==> src/hw/rtl/i2cbb_pkg.sv <==
// Shared types and constants for the tick-driven I2C bit-bang master.
// No dependencies; compiled first.

package i2cbb_pkg;

  localparam int MODE_W   = 3;
  localparam int DATA_W   = 8;
  localparam int TICK_W   = 16;
  localparam int BITCNT_W = 4;

  // Default depth of the queue between front and back
  localparam int QUEUE_DEPTH = 2;

  localparam logic [TICK_W-1:0]   HALF_PERIOD_RESET = 16'd50;
  localparam logic [BITCNT_W-1:0] BITS_PER_BYTE     = 4'd8;

  // Mode codes on the command channel
  localparam logic [MODE_W-1:0] MODE_TICK  = 3'd0;
  localparam logic [MODE_W-1:0] MODE_START = 3'd1;
  localparam logic [MODE_W-1:0] MODE_STOP  = 3'd2;
  localparam logic [MODE_W-1:0] MODE_WRITE = 3'd3;
  localparam logic [MODE_W-1:0] MODE_READ  = 3'd4;

  // Classified command carried through the queue
  typedef enum logic [2:0] {
    CMD_NONE,
    CMD_START,
    CMD_STOP,
    CMD_WRITE,
    CMD_READ
  } cmd_t;

  // Bus waveform phases
  typedef enum logic [3:0] {
    PH_IDLE,
    PH_ST_A,
    PH_ST_B,
    PH_SP_A,
    PH_SP_B,
    PH_WR_SETUP,
    PH_WR_HIGH,
    PH_WA_LOW,
    PH_WA_HIGH,
    PH_RD_REL,
    PH_RD_HIGH,
    PH_RD_LOW,
    PH_RA_HIGH,
    PH_RA_LOW
  } phase_t;

  typedef struct packed {
    cmd_t              cmd;
    logic [DATA_W-1:0] write_data;
    logic              ack_after_read;
    logic              sda_in;
  } item_t;

  // Head of the queue as seen by the back end
  typedef struct packed {
    logic  valid;
    item_t item;
  } q_head_t;

endpackage

==> src/hw/rtl/i2cbb_cmd_if.sv <==
// Command channel: valid/ready handshake with one tick's command and SDA sample.
// Depends on i2cbb_pkg.

interface i2cbb_cmd_if;
  import i2cbb_pkg::*;

  logic              valid;
  logic              ready;
  logic [MODE_W-1:0] mode;
  logic [DATA_W-1:0] write_data;
  logic              ack_after_read;
  logic              sda_in;

  modport source (output valid, mode, write_data, ack_after_read, sda_in, input ready);
  modport sink   (input valid, mode, write_data, ack_after_read, sda_in, output ready);
endinterface

==> src/hw/rtl/i2cbb_res_if.sv <==
// Result channel: valid/ready handshake with the bus levels and status of one tick.
// Depends on i2cbb_pkg.

interface i2cbb_res_if;
  import i2cbb_pkg::*;

  logic              valid;
  logic              ready;
  logic              scl_out;
  logic              sda_out;
  logic              busy_res;
  logic              done_res;
  logic [DATA_W-1:0] read_data;

  modport source (output valid, scl_out, sda_out, busy_res, done_res, read_data, input ready);
  modport sink   (input valid, scl_out, sda_out, busy_res, done_res, read_data, output ready);
endinterface

==> src/hw/rtl/i2cbb_front.sv <==
// Front end: accepts command beats and classifies the mode code.
// Depends on i2cbb_pkg and i2cbb_cmd_if.

module i2cbb_front (
  i2cbb_cmd_if.sink       cmd,
  input  logic            q_full,
  output logic            push,
  output i2cbb_pkg::item_t item
);
  import i2cbb_pkg::*;

  cmd_t cmd_class;

  // Unknown codes act as a plain tick
  always_comb begin
    unique case (cmd.mode)
      MODE_START: cmd_class = CMD_START;
      MODE_STOP:  cmd_class = CMD_STOP;
      MODE_WRITE: cmd_class = CMD_WRITE;
      MODE_READ:  cmd_class = CMD_READ;
      default:    cmd_class = CMD_NONE;
    endcase
  end

  assign cmd.ready = !q_full;
  assign push      = cmd.valid && !q_full;

  assign item.cmd            = cmd_class;
  assign item.write_data     = cmd.write_data;
  assign item.ack_after_read = cmd.ack_after_read;
  assign item.sda_in         = cmd.sda_in;

endmodule

==> src/hw/rtl/i2cbb_queue.sv <==
// Short FIFO of classified beats between front and back end.
// Depends on i2cbb_pkg.

module i2cbb_queue #(
  parameter int DEPTH = i2cbb_pkg::QUEUE_DEPTH
) (
  input  logic               clk,
  input  logic               rst,
  input  logic               push,
  input  i2cbb_pkg::item_t   push_item,
  output logic               full,
  input  logic               pop,
  output i2cbb_pkg::q_head_t head
);
  import i2cbb_pkg::*;

  localparam int PTR_W = (DEPTH > 1) ? $clog2(DEPTH) : 1;
  localparam int CNT_W = $clog2(DEPTH + 1);

  item_t              slots [DEPTH];
  logic [PTR_W-1:0]   wr_ptr;
  logic [PTR_W-1:0]   rd_ptr;
  logic [CNT_W-1:0]   count;
  logic               do_pop;

  assign full   = (count == CNT_W'(DEPTH));
  assign do_pop = pop && (count != '0);

  always_ff @(posedge clk) begin
    if (push) begin
      slots[wr_ptr] <= push_item;
    end
  end

  always_ff @(posedge clk) begin
    if (rst) begin
      wr_ptr <= '0;
      rd_ptr <= '0;
      count  <= '0;
    end else begin
      if (push) begin
        wr_ptr <= (wr_ptr == PTR_W'(DEPTH - 1)) ? '0 : wr_ptr + 1'b1;
      end
      if (do_pop) begin
        rd_ptr <= (rd_ptr == PTR_W'(DEPTH - 1)) ? '0 : rd_ptr + 1'b1;
      end
      if (push && !do_pop) begin
        count <= count + 1'b1;
      end else if (!push && do_pop) begin
        count <= count - 1'b1;
      end
    end
  end

  assign head.valid = (count != '0);
  assign head.item  = slots[rd_ptr];

`ifndef SYNTHESIS
  a_no_overflow: assert property (@(posedge clk) disable iff (rst)
    count <= CNT_W'(DEPTH))
    else $error("queue count beyond depth");
  a_pop_has_data: assert property (@(posedge clk) disable iff (rst)
    pop |-> head.valid)
    else $error("pop from empty queue");
  a_push_not_full: assert property (@(posedge clk) disable iff (rst)
    push |-> !full)
    else $error("push into full queue");
`endif

endmodule

==> src/hw/rtl/i2cbb_engine.sv <==
// Back end: runs the bus waveform one tick per queued beat and registers the result.
// Depends on i2cbb_pkg and i2cbb_res_if.

module i2cbb_engine (
  input  logic                            clk,
  input  logic                            rst,
  input  logic                            cfg_we,
  input  logic [i2cbb_pkg::TICK_W-1:0]    cfg_wdata,
  input  i2cbb_pkg::q_head_t              head,
  output logic                            pop,
  i2cbb_res_if.source                     res
);
  import i2cbb_pkg::*;

  logic [TICK_W-1:0]   half_period;
  phase_t              phase,       phase_next;
  logic [BITCNT_W-1:0] bit_count,   bit_count_next;
  logic [TICK_W-1:0]   wait_count,  wait_count_next;
  logic [DATA_W-1:0]   shift_reg,   shift_reg_next;
  logic                ack_choice,  ack_choice_next;
  logic                scl_level,   scl_level_next;
  logic                sda_level,   sda_level_next;
  logic [DATA_W-1:0]   read_byte,   read_byte_next;
  logic                finish;
  logic                step;
  logic                busy_next;
  logic                done_next;

  // Advance one tick whenever a beat waits and the result slot frees up
  assign step = head.valid && (!res.valid || res.ready);
  assign pop  = step;

  always_ff @(posedge clk) begin
    if (rst) begin
      half_period <= HALF_PERIOD_RESET;
    end else if (cfg_we) begin
      half_period <= cfg_wdata;
    end
  end

  // Next state: launch a command from idle, then run the tick on the phase
  always_comb begin : next_state
    phase_t              ph;
    logic [BITCNT_W-1:0] bc;
    logic [TICK_W-1:0]   wc;
    logic [DATA_W-1:0]   sh;
    logic                ac;
    logic                scl;
    logic                sda;
    logic [DATA_W-1:0]   rb;
    logic                fin;

    ph  = phase;
    bc  = bit_count;
    wc  = wait_count;
    sh  = shift_reg;
    ac  = ack_choice;
    scl = scl_level;
    sda = sda_level;
    rb  = read_byte;
    fin = 1'b0;

    if (phase == PH_IDLE) begin
      bc = '0;
      unique case (head.item.cmd)
        CMD_START: begin
          ph = PH_ST_A; scl = 1'b1; sda = 1'b1; wc = half_period;
        end
        CMD_STOP: begin
          ph = PH_SP_A; scl = 1'b1; sda = 1'b0; wc = half_period;
        end
        CMD_WRITE: begin
          sh = head.item.write_data;
          ph = PH_WR_SETUP; scl = 1'b0; sda = head.item.write_data[DATA_W-1];
          wc = half_period;
        end
        CMD_READ: begin
          sh = '0;
          ac = head.item.ack_after_read;
          ph = PH_RD_REL; sda = 1'b1; wc = half_period;
        end
        default: begin
        end
      endcase
    end

    if (ph != PH_IDLE) begin
      if (wc > 16'd1) begin
        wc = wc - 16'd1;
      end else begin
        // every non-final phase reloads the wait counter on entry
        wc = half_period;
        unique case (ph)
          PH_ST_A: begin
            ph = PH_ST_B; scl = 1'b1; sda = 1'b0;
          end
          PH_ST_B: begin
            scl = 1'b0; fin = 1'b1;
          end
          PH_SP_A: begin
            ph = PH_SP_B; scl = 1'b1; sda = 1'b1;
          end
          PH_SP_B: begin
            fin = 1'b1;
          end
          PH_WR_SETUP: begin
            ph = PH_WR_HIGH; scl = 1'b1;
          end
          PH_WR_HIGH: begin
            sh = {sh[DATA_W-2:0], 1'b0};
            bc = bc + 1'b1;
            scl = 1'b0;
            if (bc >= BITS_PER_BYTE) begin
              ph = PH_WA_LOW; sda = 1'b1;
            end else begin
              ph = PH_WR_SETUP; sda = sh[DATA_W-1];
            end
          end
          PH_WA_LOW: begin
            ph = PH_WA_HIGH; scl = 1'b1; sda = 1'b1;
          end
          PH_WA_HIGH: begin
            scl = 1'b0; fin = 1'b1;
          end
          PH_RD_REL: begin
            ph = PH_RD_HIGH; scl = 1'b1; sda = 1'b1;
          end
          PH_RD_HIGH: begin
            sh = {sh[DATA_W-2:0], head.item.sda_in};
            bc = bc + 1'b1;
            ph = PH_RD_LOW; scl = 1'b0; sda = 1'b1;
          end
          PH_RD_LOW: begin
            scl = 1'b1;
            if (bc >= BITS_PER_BYTE) begin
              ph = PH_RA_HIGH; sda = !ac;
            end else begin
              ph = PH_RD_HIGH; sda = 1'b1;
            end
          end
          PH_RA_HIGH: begin
            ph = PH_RA_LOW; scl = 1'b0;
          end
          PH_RA_LOW: begin
            rb = sh; fin = 1'b1;
          end
          default: begin
            fin = 1'b1;
          end
        endcase
        if (fin) begin
          ph = PH_IDLE;
          wc = '0;
        end
      end
    end

    phase_next      = ph;
    bit_count_next  = bc;
    wait_count_next = wc;
    shift_reg_next  = sh;
    ack_choice_next = ac;
    scl_level_next  = scl;
    sda_level_next  = sda;
    read_byte_next  = rb;
    finish          = fin;
  end

  // Outputs: status of the tick as it leaves this cycle
  always_comb begin : outputs
    busy_next = (phase_next != PH_IDLE);
    done_next = finish;
  end

  always_ff @(posedge clk) begin
    if (rst) begin
      phase      <= PH_IDLE;
      bit_count  <= '0;
      wait_count <= '0;
      shift_reg  <= '0;
      ack_choice <= 1'b0;
      scl_level  <= 1'b1;
      sda_level  <= 1'b1;
      read_byte  <= '0;
    end else if (step) begin
      phase      <= phase_next;
      bit_count  <= bit_count_next;
      wait_count <= wait_count_next;
      shift_reg  <= shift_reg_next;
      ack_choice <= ack_choice_next;
      scl_level  <= scl_level_next;
      sda_level  <= sda_level_next;
      read_byte  <= read_byte_next;
    end
  end

  // Result register
  always_ff @(posedge clk) begin
    if (rst) begin
      res.valid <= 1'b0;
    end else if (step) begin
      res.valid <= 1'b1;
    end else if (res.ready) begin
      res.valid <= 1'b0;
    end
  end

  always_ff @(posedge clk) begin
    if (step) begin
      res.scl_out   <= scl_level_next;
      res.sda_out   <= sda_level_next;
      res.busy_res  <= busy_next;
      res.done_res  <= done_next;
      res.read_data <= read_byte_next;
    end
  end

`ifndef SYNTHESIS
  a_done_not_busy: assert property (@(posedge clk) disable iff (rst)
    (res.valid && res.done_res) |-> !res.busy_res)
    else $error("done reported while still busy");
  a_bit_count_range: assert property (@(posedge clk) disable iff (rst)
    bit_count <= BITS_PER_BYTE)
    else $error("bit count past one byte");
  a_hold_without_step: assert property (@(posedge clk) disable iff (rst)
    !step |=> ($stable(wait_count) && $stable(phase)))
    else $error("engine state moved without a tick");
  a_idle_wait_clear: assert property (@(posedge clk) disable iff (rst)
    (phase == PH_IDLE) |-> (wait_count == '0))
    else $error("wait counter left loaded in idle");
`endif

endmodule

==> src/hw/rtl/i2cbb_master_core.sv <==
// Top level of the tick-driven I2C bit-bang master: front end, queue, engine.
// Depends on i2cbb_pkg, i2cbb_cmd_if, i2cbb_res_if, i2cbb_front, i2cbb_queue, i2cbb_engine.
//
// Usage:
//   Each beat on the cmd channel is one tick of bus timing. It carries a mode
//   (tick only, start, stop, write byte, read byte), the byte to write, the
//   ACK/NACK choice for a read and the sampled SDA pin level. Commands are
//   only launched while the engine is idle; otherwise the mode is ignored.
//   Every cmd beat yields exactly one res beat with the SCL/SDA drive levels
//   (1 = released), busy, a one-tick done pulse and the last read byte.
//   User writes half_period through cfg_we/cfg_wdata while the block is idle; not enforced.
// Timing:
//   Throughput is one beat per clock while res is not stalled. From cmd accept
//   to res valid a beat passes through the queue slot and then the result
//   register. The engine evaluates one full tick per cycle while the result
//   slot is free.
// Reset (rst, synchronous): queue empties, result slot drops valid, phase
//   goes idle with both lines released, half_period returns to 50.
// Backpressure: while res is stalled the engine holds its state; the queue
//   absorbs up to QUEUE_DEPTH beats, then cmd.ready drops.

module i2c_bitbang_master_core #(
  parameter int QUEUE_DEPTH = i2cbb_pkg::QUEUE_DEPTH
) (
  input  logic                         clk,
  input  logic                         rst,
  input  logic                         cfg_we,
  input  logic [i2cbb_pkg::TICK_W-1:0] cfg_wdata,
  i2cbb_cmd_if.sink                    cmd,
  i2cbb_res_if.source                  res
);
  import i2cbb_pkg::*;

  logic    q_full;
  logic    q_push;
  item_t   q_item;
  logic    q_pop;
  q_head_t q_head;

  // Classify the incoming beat and push it into the queue
  i2cbb_front u_front (
    .cmd    (cmd),
    .q_full (q_full),
    .push   (q_push),
    .item   (q_item)
  );

  // Decouple front from engine so a stalled result does not block input
  i2cbb_queue #(
    .DEPTH (QUEUE_DEPTH)
  ) u_queue (
    .clk       (clk),
    .rst       (rst),
    .push      (q_push),
    .push_item (q_item),
    .full      (q_full),
    .pop       (q_pop),
    .head      (q_head)
  );

  // Run the bus waveform and hold each tick's result
  i2cbb_engine u_engine (
    .clk       (clk),
    .rst       (rst),
    .cfg_we    (cfg_we),
    .cfg_wdata (cfg_wdata),
    .head      (q_head),
    .pop       (q_pop),
    .res       (res)
  );

endmodule
==> src/flat_wrapper.sv <==
// flat-port wrapper written by rule: the top's interface ports become plain ports
module i2c_bitbang_master_core_flat import i2cbb_pkg::*;
#(
  parameter int QUEUE_DEPTH = i2cbb_pkg::QUEUE_DEPTH
)
  (clk, rst, cfg_we, cfg_wdata, cmd_valid, cmd_mode, cmd_write_data, cmd_ack_after_read, cmd_sda_in, cmd_ready, res_valid, res_scl_out, res_sda_out, res_busy_res, res_done_res, res_read_data, res_ready);
  i2cbb_cmd_if cmd_i ();
  i2cbb_res_if res_i ();
  input  logic clk;
  input  logic rst;
  input  logic cfg_we;
  input  logic [i2cbb_pkg::TICK_W-1:0] cfg_wdata;
  input wire logic [$bits(cmd_i.valid)-1:0] cmd_valid;
  input wire logic [$bits(cmd_i.mode)-1:0] cmd_mode;
  input wire logic [$bits(cmd_i.write_data)-1:0] cmd_write_data;
  input wire logic [$bits(cmd_i.ack_after_read)-1:0] cmd_ack_after_read;
  input wire logic [$bits(cmd_i.sda_in)-1:0] cmd_sda_in;
  output wire logic [$bits(cmd_i.ready)-1:0] cmd_ready;
  output wire logic [$bits(res_i.valid)-1:0] res_valid;
  output wire logic [$bits(res_i.scl_out)-1:0] res_scl_out;
  output wire logic [$bits(res_i.sda_out)-1:0] res_sda_out;
  output wire logic [$bits(res_i.busy_res)-1:0] res_busy_res;
  output wire logic [$bits(res_i.done_res)-1:0] res_done_res;
  output wire logic [$bits(res_i.read_data)-1:0] res_read_data;
  input wire logic [$bits(res_i.ready)-1:0] res_ready;
  assign cmd_i.valid = cmd_valid;
  assign cmd_i.mode = cmd_mode;
  assign cmd_i.write_data = cmd_write_data;
  assign cmd_i.ack_after_read = cmd_ack_after_read;
  assign cmd_i.sda_in = cmd_sda_in;
  assign cmd_ready = cmd_i.ready;
  assign res_valid = res_i.valid;
  assign res_scl_out = res_i.scl_out;
  assign res_sda_out = res_i.sda_out;
  assign res_busy_res = res_i.busy_res;
  assign res_done_res = res_i.done_res;
  assign res_read_data = res_i.read_data;
  assign res_i.ready = res_ready;
  i2c_bitbang_master_core #(.QUEUE_DEPTH(QUEUE_DEPTH)) u_core (.clk(clk), .rst(rst), .cfg_we(cfg_we), .cfg_wdata(cfg_wdata), .cmd(cmd_i), .res(res_i));
endmodule
==> config.mk <==
export PLATFORM = sky130hd
export DESIGN_NAME = i2c_bitbang_master_core_flat
export DESIGN_NICKNAME = d
export VERILOG_FILES = /design/src/hw/rtl/i2cbb_pkg.sv /design/src/hw/rtl/i2cbb_cmd_if.sv /design/src/hw/rtl/i2cbb_res_if.sv /design/src/hw/rtl/i2cbb_front.sv /design/src/hw/rtl/i2cbb_queue.sv /design/src/hw/rtl/i2cbb_engine.sv /design/src/hw/rtl/i2cbb_master_core.sv /design/src/flat_wrapper.sv
export SDC_FILE = /design/constraint.sdc
export NUM_CORES = 1
export LEC_CHECK = 0
export BUFFER_PORTS_ARGS = -buffer_cell sky130_fd_sc_hd__buf_2
export CORE_MARGIN = 5
export CORE_UTILIZATION = 45
export DETAILED_ROUTE_END_ITERATION = 6
export SLEW_MARGIN = 20
export SYNTH_ARGS = -nofsm -noshare
export SYNTH_HDL_FRONTEND = slang
export SYNTH_SLANG_ARGS = --single-unit
==> constraint.sdc <==
create_clock -name clk -period 9.9 [get_ports clk]
set_input_delay 0.99 -clock clk [delete_from_list [all_inputs] [get_ports clk]]
set_output_delay 0.99 -clock clk [all_outputs]
set_load 0.01 [all_outputs]
==> results.sh <==
export IMPL_regMostFlops="u_core.u_queue.slots"
export IMPL_drt_initial_drc_count=475
export IMPL_grt_antenna_before_repair=0
export IMPL_gr_total_overflow=0
export IMPL_power_total_w=0.002098
export IMPL_synthFlopType="dfxtp_1"
export IMPL_ant_nets=0
export IMPL_numCtsBuffers=9
export IMPL_drive_gt1_share_pct=15.42
export IMPL_dp_hpwl_um=10490
export IMPL_seqCellArea_sq_um=2442
export IMPL_die_w_um=121.7
export IMPL_worstPathRequired_ps=10000
export IMPL_p_leak_nw=2.355
export IMPL_synth_area_leader_cell="dfxtp_1"
export IMPL_path_max_fanout=24
export IMPL_fp_row_count=40
export IMPL_nFillCells=1167
export IMPL_fp_dieH_um=121.7
export IMPL_end_kind="flip-flop"
export IMPL_clock_path_buffers=2
export IMPL_area_growth_pct=10.81
export IMPL_portBuffers=47
export IMPL_utilization_pct=51.37
export IMPL_viasPerCell=5.991
export IMPL_power_share_clock_pct=16.8
export IMPL_drv_cap=0
export IMPL_crit_path_end="u_core.u_engine.res.sda_out"
export IMPL_diodes=0
export IMPL_fmax_mhz=170.9
export IMPL_postCtsResizedCells=0
export IMPL_peakVddDrop_v=0.0001931
export IMPL_status="finished clean"
export IMPL_pwr_share_comb_pct=53.0
export IMPL_max_slew_margin_pct=27.96
export IMPL_grt_pass1_wl_um=24550
export IMPL_worst_clock_skew_ps=11.23
export IMPL_rsz0062_at_grt="false"
export IMPL_gp_congestion=0.9257
export IMPL_routedWlPerCell_um=18.67
export IMPL_synth_warnings=0
export IMPL_holdWs_ps=449.4
export IMPL_worstMarginPinSlew_ps=1077
export IMPL_post_route_drc_count=0
export IMPL_layout_min_cycle_time_ps=5851
export IMPL_synthArstFlopShare_pct=0
export IMPL_seqPwrFrac_pct=30.2
export IMPL_syn_cell_area_sq_um=5615
export IMPL_finish_instance_area_sq_um=6222
export IMPL_syn_nets=649
export IMPL_ys_ff_latch=103
export IMPL_r2r_slack_ps=4050
export IMPL_yosysMostFrequentCell="dfxtp_1"
export IMPL_grt_max_degree=44
export IMPL_switching_share_pct=46.84
export IMPL_drtPass1Iterations=5
export IMPL_syn_area_per_cell_sq_um=9.190
export IMPL_synth_distinct_cells=74
export IMPL_top_layer_used="met4"
export IMPL_grt_usage_pct=20.97
export IMPL_yosys_area_top_type_share_pct=23.17
export IMPL_synth_cells=611
export IMPL_synth_top_cells_by_count="dfxtp_1, nor2_1, nand2_1, o21ai_0, mux2i_1"
export IMPL_vias=4853
export IMPL_crit_arrival_ps=5950
export IMPL_top_regs="u_core.u_queue.slots (26), u_core.u_engine.half_period (16), u_core.u_engine.wait_count (16)"
export IMPL_tns_ps=0
export IMPL_cts_tree="done"
export IMPL_routed_wl_um=15120
export IMPL_r2r_end="u_core.u_engine.res.sda_out"
export IMPL_hold_path_class="flip-flop to flip-flop"
export IMPL_power_density_nw_per_um2=337.2
export IMPL_cts_root_buf="clkbuf_16"
export IMPL_critPathLaunchType="flip-flop"
export IMPL_hold_violations=0
export IMPL_largest_reg_flops=26
export IMPL_wl_met1_um=7171
export IMPL_setup_viol=0
export IMPL_cts_hold_fix_buffers=0
export IMPL_synth_edf_count=38
export IMPL_die_area_sq_um=14810
export IMPL_postCtsSetupBuffers=0
export IMPL_nets=675
export IMPL_ioPinCount=48
export IMPL_dr_wl_met3_um=1295
export IMPL_synthTopCellsByArea="dfxtp_1, edfxtp_1, mux2i_1, o21ai_0, nor2_1"
export IMPL_clock_sinks=103
export IMPL_seq_area_frac_synth_pct=43.49
export IMPL_worstRegToRegCells=11
export IMPL_grt_pass1_vias=4644
export IMPL_power_net_switching_w=0.0009827
export IMPL_multi_input_area_sq_um=2977
export IMPL_critPathKind="flip-flop to flip-flop"
export IMPL_clk_latency_ps=360
export IMPL_post_route_period_util_pct=59.10
export IMPL_route_met2_wl_um=6456
export IMPL_placed_cell_area_sq_um=5924
export IMPL_start_util_pct=46.36
export IMPL_core_area_sq_um=12110
export IMPL_maxSlewViolCount=0
export IMPL_clkTransAtPathRegs_ps=70
export IMPL_h_tree_depth=3
export IMPL_p_int_w=0.001115
-- worst max-delay path: stages (launching register included) --
cell	delay, ps
dfxtp_1	980
nor2_1	150
a22oi_1	660
nand2_1	800
mux2i_1	530
ha_1	410
nor2_1	120
nor4b_1	370
o211ai_1	310
and2_1	530
a2111oi_2	590
a21oi_1	140
-- cells in the final DEF, fill, tap and decap left out, types with 4 or more instances in the layout --
cell type   n
buf_4       6
a21oi_1    40
o31ai_1     4
and2_1      6
edfxtp_1   38
xor2_1      7
and3_1     12
o21ai_0    48
nand2b_1    4
nand3_1    22
nor4_1      8
nor2_1     63
mux2_2     13
a31oi_1    15
nand2_1    62
o22ai_1     4
nor3_1     16
buf_2      47
a21o_1      4
mux2i_1    45
clkbuf_16   9
o211ai_1    7
nand4_1     4
dfxtp_1    65
inv_1       6
ha_1        4
a22oi_1     4
-- power groups by stage --
stage,clock network (W),logic [W],registers [W]
6_report,0.000353,0.00111,0.000633
5_1_grt,0.000381,0.00121,0.000648
4_1_cts,0.000361,0.00109,0.000630
3_5_place_dp,0,0.00108,0.000639
3_3_place_gp,0,0.00107,0.000638
2_1_floorplan,0,0.000837,0.000612
-- worst min-delay path by stage --
stage	from	endpoint	slack, ps	cells past startpoint
after global placement	u_core.u_engine.read_byte[7]	u_core.u_engine.read_byte[7]	430	2
after detailed placement	u_core.u_engine.read_byte[2]	u_core.u_engine.read_byte[2]	450	2
after CTS	u_core.u_engine.read_byte[5]	u_core.u_engine.read_byte[5]	460	2
final	u_core.u_engine.read_byte[2]	u_core.u_engine.read_byte[2]	450	2
after global routing	u_core.u_engine.read_byte[5]	u_core.u_engine.read_byte[5]	490	2
after floorplan	u_core.u_engine.read_byte[6]	u_core.u_engine.read_byte[6]	430	2
-- metal layers --
metal | GRT usage [%] | vias up
li1 | - | 2336
met1 | 30.47 | 2320
met2 | 31.12 | 177
met3 | 5.153 | 20
met4 | 5.602 | 0
met5 | 0 | -
-- cell type report --
class,instances,share of cell area (%)
Tap cell,168,3.378
Sequential cell,103,39.25
Multi-Input combinational cell,464,47.84
Clock inverter,6,0.9853
Inverter,6,0.3620
Timing Repair Buffer,53,4.504
Clock buffer,10,3.680
-- kinds of logic (layout without fill, tap and decap cells) --
kind of cell,after synthesis,count (layout),synth area share [%]
simple gates,222,222,19.32
compound gates,172,172,20.86
flops,103,103,43.49
mux,58,58,10.63
buf+inv,44,75,3.565
xor+xnor,8,8,1.248
fa+ha+maj,4,4,0.8913
-- per-stage QoR --
| stage | worst slack, ps | std cells |
|---|---|---|
| 3_5_place_dp | 4005 | 793 |
| 3_3_place_gp | 4200 | 793 |
| 6_report | 4049 | 810 |
| 5_1_grt | 3379 | 810 |
| 2_1_floorplan | 5837 | 611 |
| 4_1_cts | 3971 | 809 |
Power figures use the tool's default switching activity.
